## src/rtl/fmt_ram.sv

```systemverilog
// fmt_ram: generic single-port synchronous ram with a registered read
// no dependencies
`default_nettype none

module fmt_ram #(
	parameter int WIDTH = 8,
	parameter int DEPTH = 256
) (
	input  wire logic                     clk,
	input  wire logic                     we,
	input  wire logic [$clog2(DEPTH)-1:0] addr,
	input  wire logic [WIDTH-1:0]         wdata,
	output logic      [WIDTH-1:0]         rdata
);

	logic [WIDTH-1:0] mem [DEPTH];

	always_ff @(posedge clk) begin
		if (we) begin
			mem[addr] <= wdata;
		end
		rdata <= mem[addr];
	end

endmodule

`default_nettype wire

```

## config.mk

```make
export PLATFORM = sky130hd
export DESIGN_NAME = fmt_ram
export DESIGN_NICKNAME = d
export VERILOG_FILES = /design/src/rtl/fmt_ram.sv
export SDC_FILE = /design/constraint.sdc
export NUM_CORES = 2
export LEC_CHECK = 0
export ABC_AREA = 1
export BUFFER_PORTS_ARGS = -buffer_cell sky130_fd_sc_hd__buf_2
export CORE_UTILIZATION = 40
export CTS_BUF_LIST = sky130_fd_sc_hd__clkbuf_8
export CTS_CLUSTER_SIZE = 30
export DETAILED_ROUTE_END_ITERATION = 7
export GPL_TIMING_DRIVEN = 1
export REMOVE_ABC_BUFFERS = 1
export SLEW_MARGIN = 5
export SYNTH_ARGS = -nofsm -noshare
export SYNTH_HDL_FRONTEND = slang
export SYNTH_SLANG_ARGS = --single-unit
```

## constraint.sdc

```tcl
create_clock -name clk -period 4 [get_ports clk]
set_input_delay 1.2 -clock clk [delete_from_list [all_inputs] [get_ports clk]]
set_output_delay 1.2 -clock clk [all_outputs]
set_load 0.02 [all_outputs]
```

* Yosys cells after proc, flatten, opt, wreduce, memory -nomap -nowiden
Memories as Yosys holds them, arrays and structs flattened. A register that Yosys moved wholly into a read port is not among the register bits.
Cells that the tools add are included.
** Word-level totals
- Flip-flop bits (word level) :: 0
- Bits in writable memories :: 2048
- Bits of input ports :: 18
- Output and inout bits :: 8
- Memories :: 1
** Memories
- mem :: depth 256, bits a word 8, rd ports 1, clocked after Yosys merged registers in 1, wr ports 1, RTL line 16 : logic [WIDTH-1:0] mem [DEPTH];
** Operators by class
- Muxes and demuxes :: 2
** Operator list (count)
- 2-to-1 mux 1 bit :: 2

* Depth between registers and ports, before layout
- Word-level depth :: 2
- Depth in mapped cells :: 15

* Worst setup path before layout
No wires, ideal clock.
- Path type :: input to register
- Start point :: input addr[1]
- End point :: memory mem[234][0] (enable)
- Setup time :: 0.370 ns
- Data arrival time :: 2.670 ns
- Data required time :: 3.630 ns
- Path slack :: 0.960 ns
- Stages on the path :: 10
- Cells stage by stage :: buf_4 inv_4 nor2_8 buf_4 buf_4 inv_2 nor2_1 nand2_1 clkbuf_1 nor2_1
** RTL lines
- start, declared :: RTL line 11 : input wire logic [$clog2(DEPTH)-1:0] addr,
- end, declared :: RTL line 16
Straight into the memory's write port.

==> flow_metrics.py <==
metrics = {
    "worst_setup_path": {
        "critical_path_fanouts_max": 161,
        "cp-start-kind": "input pin",
        "worst_r2r_endpoint": "rdata[5]",
        "setup.worst_path.end_class": "register",
        "arrival_ns": 4.52,
        "cp_data_required_time_ns": 4.93,
        "timing_worst_setup_path_type": "input pin to register",
        "r2r_setup_slack_ns": 1.35,
        "reg2reg_depth": 12,
        "crit-reg2reg-launch": "mem[182][5]",
    },
    "clock_network": {
        "cts_inserted_buffers": 354,
        "clock_latency_ns": 1.07,
        "cts_hold_buffers": 0,
        "ctsResizeCount": 0,
        "cts.path.max_buffers": 4,
        "cts.repair_timing.setup_buffer_count": 0,
        "cts.reportedPaths.clkPinSlew_ns": 0.06,
        "tritoncts": "built",
        "cts-htree-levels": 5,
        "clk_root_buffer_cell": "clkbuf_8",
        "numClockSinks": 2056,
    },
    "yosys": {
        "postSynthRegisterBits": 2056,
        "synthDistinctLibCells": 18,
        "yosys.area.top_type_share_pct": 72.5,
        "synth_area_um2": 84900,
        "synthTopCellsByArea": "edfxtp_1, nand2_1, nor2_1, nand3_1, buf_2",
        "yosysTopAreaCell": "edfxtp_1",
        "fraction_of_the_yosys_area_taken_by_sequential_cells_pct": 72.7,
        "syn_area_per_cell_um2": 10.6,
        "synthesis.yosys.warnings": 0,
        "syn_inst": 8021,
    },
    "floorplanning": {
        "initial_core_util_pct": 40.4,
        "ioPinCount": 26,
        "fp.dieW_um": 463,
        "die_area_um2": 214000,
        "core.rowCount": 168,
        "design.core.area_um2": 210000,
        "die_height_um": 463,
    },
    "finish": {
        "layout.cells.most_common": "nand2_1",
        "drive_gt1_share_pct": 10.3,
        "postLayoutCellArea_um2": 97200,
        "syn_to_final_growth_pct": 14.6,
        "commonest_non_fill_non_tap_cells_in_the_layout": "nand2_1, edfxtp_1, buf_4, clkbuf_8, nor2_1",
        "post_layout_nonfiller_instances": 11506,
        "design.final.nets": 8459,
        "core_utilization_of_the_finished_layout_pct": 46.2,
    },
    "outcome": {
        "outcome": "complete, no violations",
    },
    "detailed_routing": {
        "via_cell_ratio": 4.99,
        "vias": 57377,
        "route.detailed.wl_per_inst_um": 20.3,
        "postRouteWirelength_um": 234000,
        "drt_iter0_markers": 5742,
        "antenna_violating_nets_post_route": 0,
        "post-route-drc-count": 0,
        "drt_first_pass_iters": 6,
    },
    "global_routing": {
        "gr_util_all_layers_pct": 21.5,
        "grt_start_max_net_pins": 162,
        "number_of_antenna_violations_at_the_first_check_in_global_routing": 6,
        "first_global_vias": 55813,
        "grt_first_pass_wirelength_um": 350000,
        "globalRoute.totalOverflow": 0,
    },
    "sta": {
        "final_min_period_over_clock_period_pct": 89.7,
        "final_hold_vios": 0,
        "finClkSkew_ns": 0.0487,
        "maxSlewHeadroom_pct": 30.3,
        "timing.final.max_slew_violations": 0,
        "actual_transition_at_the_worst_max_transition_pin_ns": 1.05,
        "grt_setup_unrepaired": "no",
        "max_clock_freq_mhz": 279,
        "setup_viol": 0,
        "post_route_minimum_period_ns": 3.59,
    },
    "placed_design": {
        "detailedPlacementHpwl_um": 137000,
        "port-buffer-count": 25,
        "placedInstanceArea_um2": 91100,
        "routabilityCongestion": 0.865,
        "placedCellCount": 10890,
    },
    "power": {
        "power_uw": 43500,
        "total_leakage_power_uw": 0.0394,
        "ir_drop_mv": 0.335,
        "powerDensity_nw_per_um2": 448,
    },
    "min_path": {
        "min_from": "wdata[1]",
        "hold_path.class": "input pin to register",
        "timing.hold.worst_endpoint": "mem[96][1]",
        "number_of_instances_on_the_worst_hold_path": 1,
    },
    "job": {
        "maxCapViolCount": 0,
    },
}
worst max path at each step:
stage,start,cells after the start,end,slack [ns]
after global placement,addr[0],15,rdata[5],-0.43
after global routing,addr[0],15,rdata[5],0.47
after detailed placement,addr[0],15,rdata[5],-0.41
after CTS,addr[0],15,rdata[5],0.74
after floorplan,addr[0],13,rdata[0],-4.26
final,addr[0],15,rdata[5],0.41
area by class of cell:
type                            count  area (µm²)
Antenna cell                        5        12.5
Clock buffer                      362        4980
Multi-Input combinational cell   5513       21200
Timing Repair Buffer              481        4500
Inverter                           35         165
Tap cell                         2805        3510
Fill cell                       19468      113000
Clock inverter                    249        1160
Sequential cell                  2056       61700
cell families after synthesis:
group                  Yosys count  synth area share [%]
AOI/OAI and AO/OA              192                  1.13
and+or+nand+nor               5321                  23.8
DFF                           2056                  72.7
buffers and inverters          452                  2.36
worst max-delay path: stages:
cell and delay [ns]:
buf_8 0.27, inv_8 0.17, buf_12 0.23, nand2_1 0.19, nand2_1 0.07, nand2_1 0.06, nand2_1 0.07, nand2_1 0.06
nand2_1 0.09, o21ai_0 0.65, nand2_1 0.13, nor2_1 0.40, nor2_1 0.20, nor2_1 0.24, nand2_1 0.10
power by group:
part	leakage (µW)	switching, µW	internal, µW
combinational	0.0173	2040	661
clock	0.00359	8310	8720
sequential	0.0185	31.2	23800
registers in the layout (all words and copies together) (netlist names):
| name | cells |
|---|---|
| mem | 2048 |
| rdata | 8 |
through the flow:
| step | worst slack (ns) | setup TNS (ns) | hold slack (ns) |
|---|---|---|---|
| floorplan | -4.26 | -4688.81 | 0.788 |
| global placement | -0.427 | -1.42 | 0.895 |
| detailed placement | -0.410 | -1.36 | 0.874 |
| CTS | 0.737 | 0 | 0.543 |
| global route | 0.469 | 0 | 0.567 |
| finish | 0.412 | 0 | 0.606 |
synth_stat cells:
cell type / count
dfxtp_1: 8
o21ai_1: 119
nor2_8: 1
buf_2: 182
clkbuf_1: 170
buf_1: 52
inv_1: 31
buf_6: 7
inv_4: 2
buf_4: 6
nand3_1: 188
nand2_4: 1
a21oi_1: 32
nand2_1: 4770
o21ai_0: 41
nor2_1: 361
edfxtp_1: 2048
inv_2: 2
metal layers:
metal / GRT usage [%] / up-vias / wire length, µm
li1: - / 27236 / -
met5: 0 / - / 0
met1: 29.6 / 27661 / 100000
met3: 3.15 / 456 / 16000
met4: 7.55 / 0 / 7150
met2: 34.8 / 2024 / 110000
(Power assumes the default switching activity.)
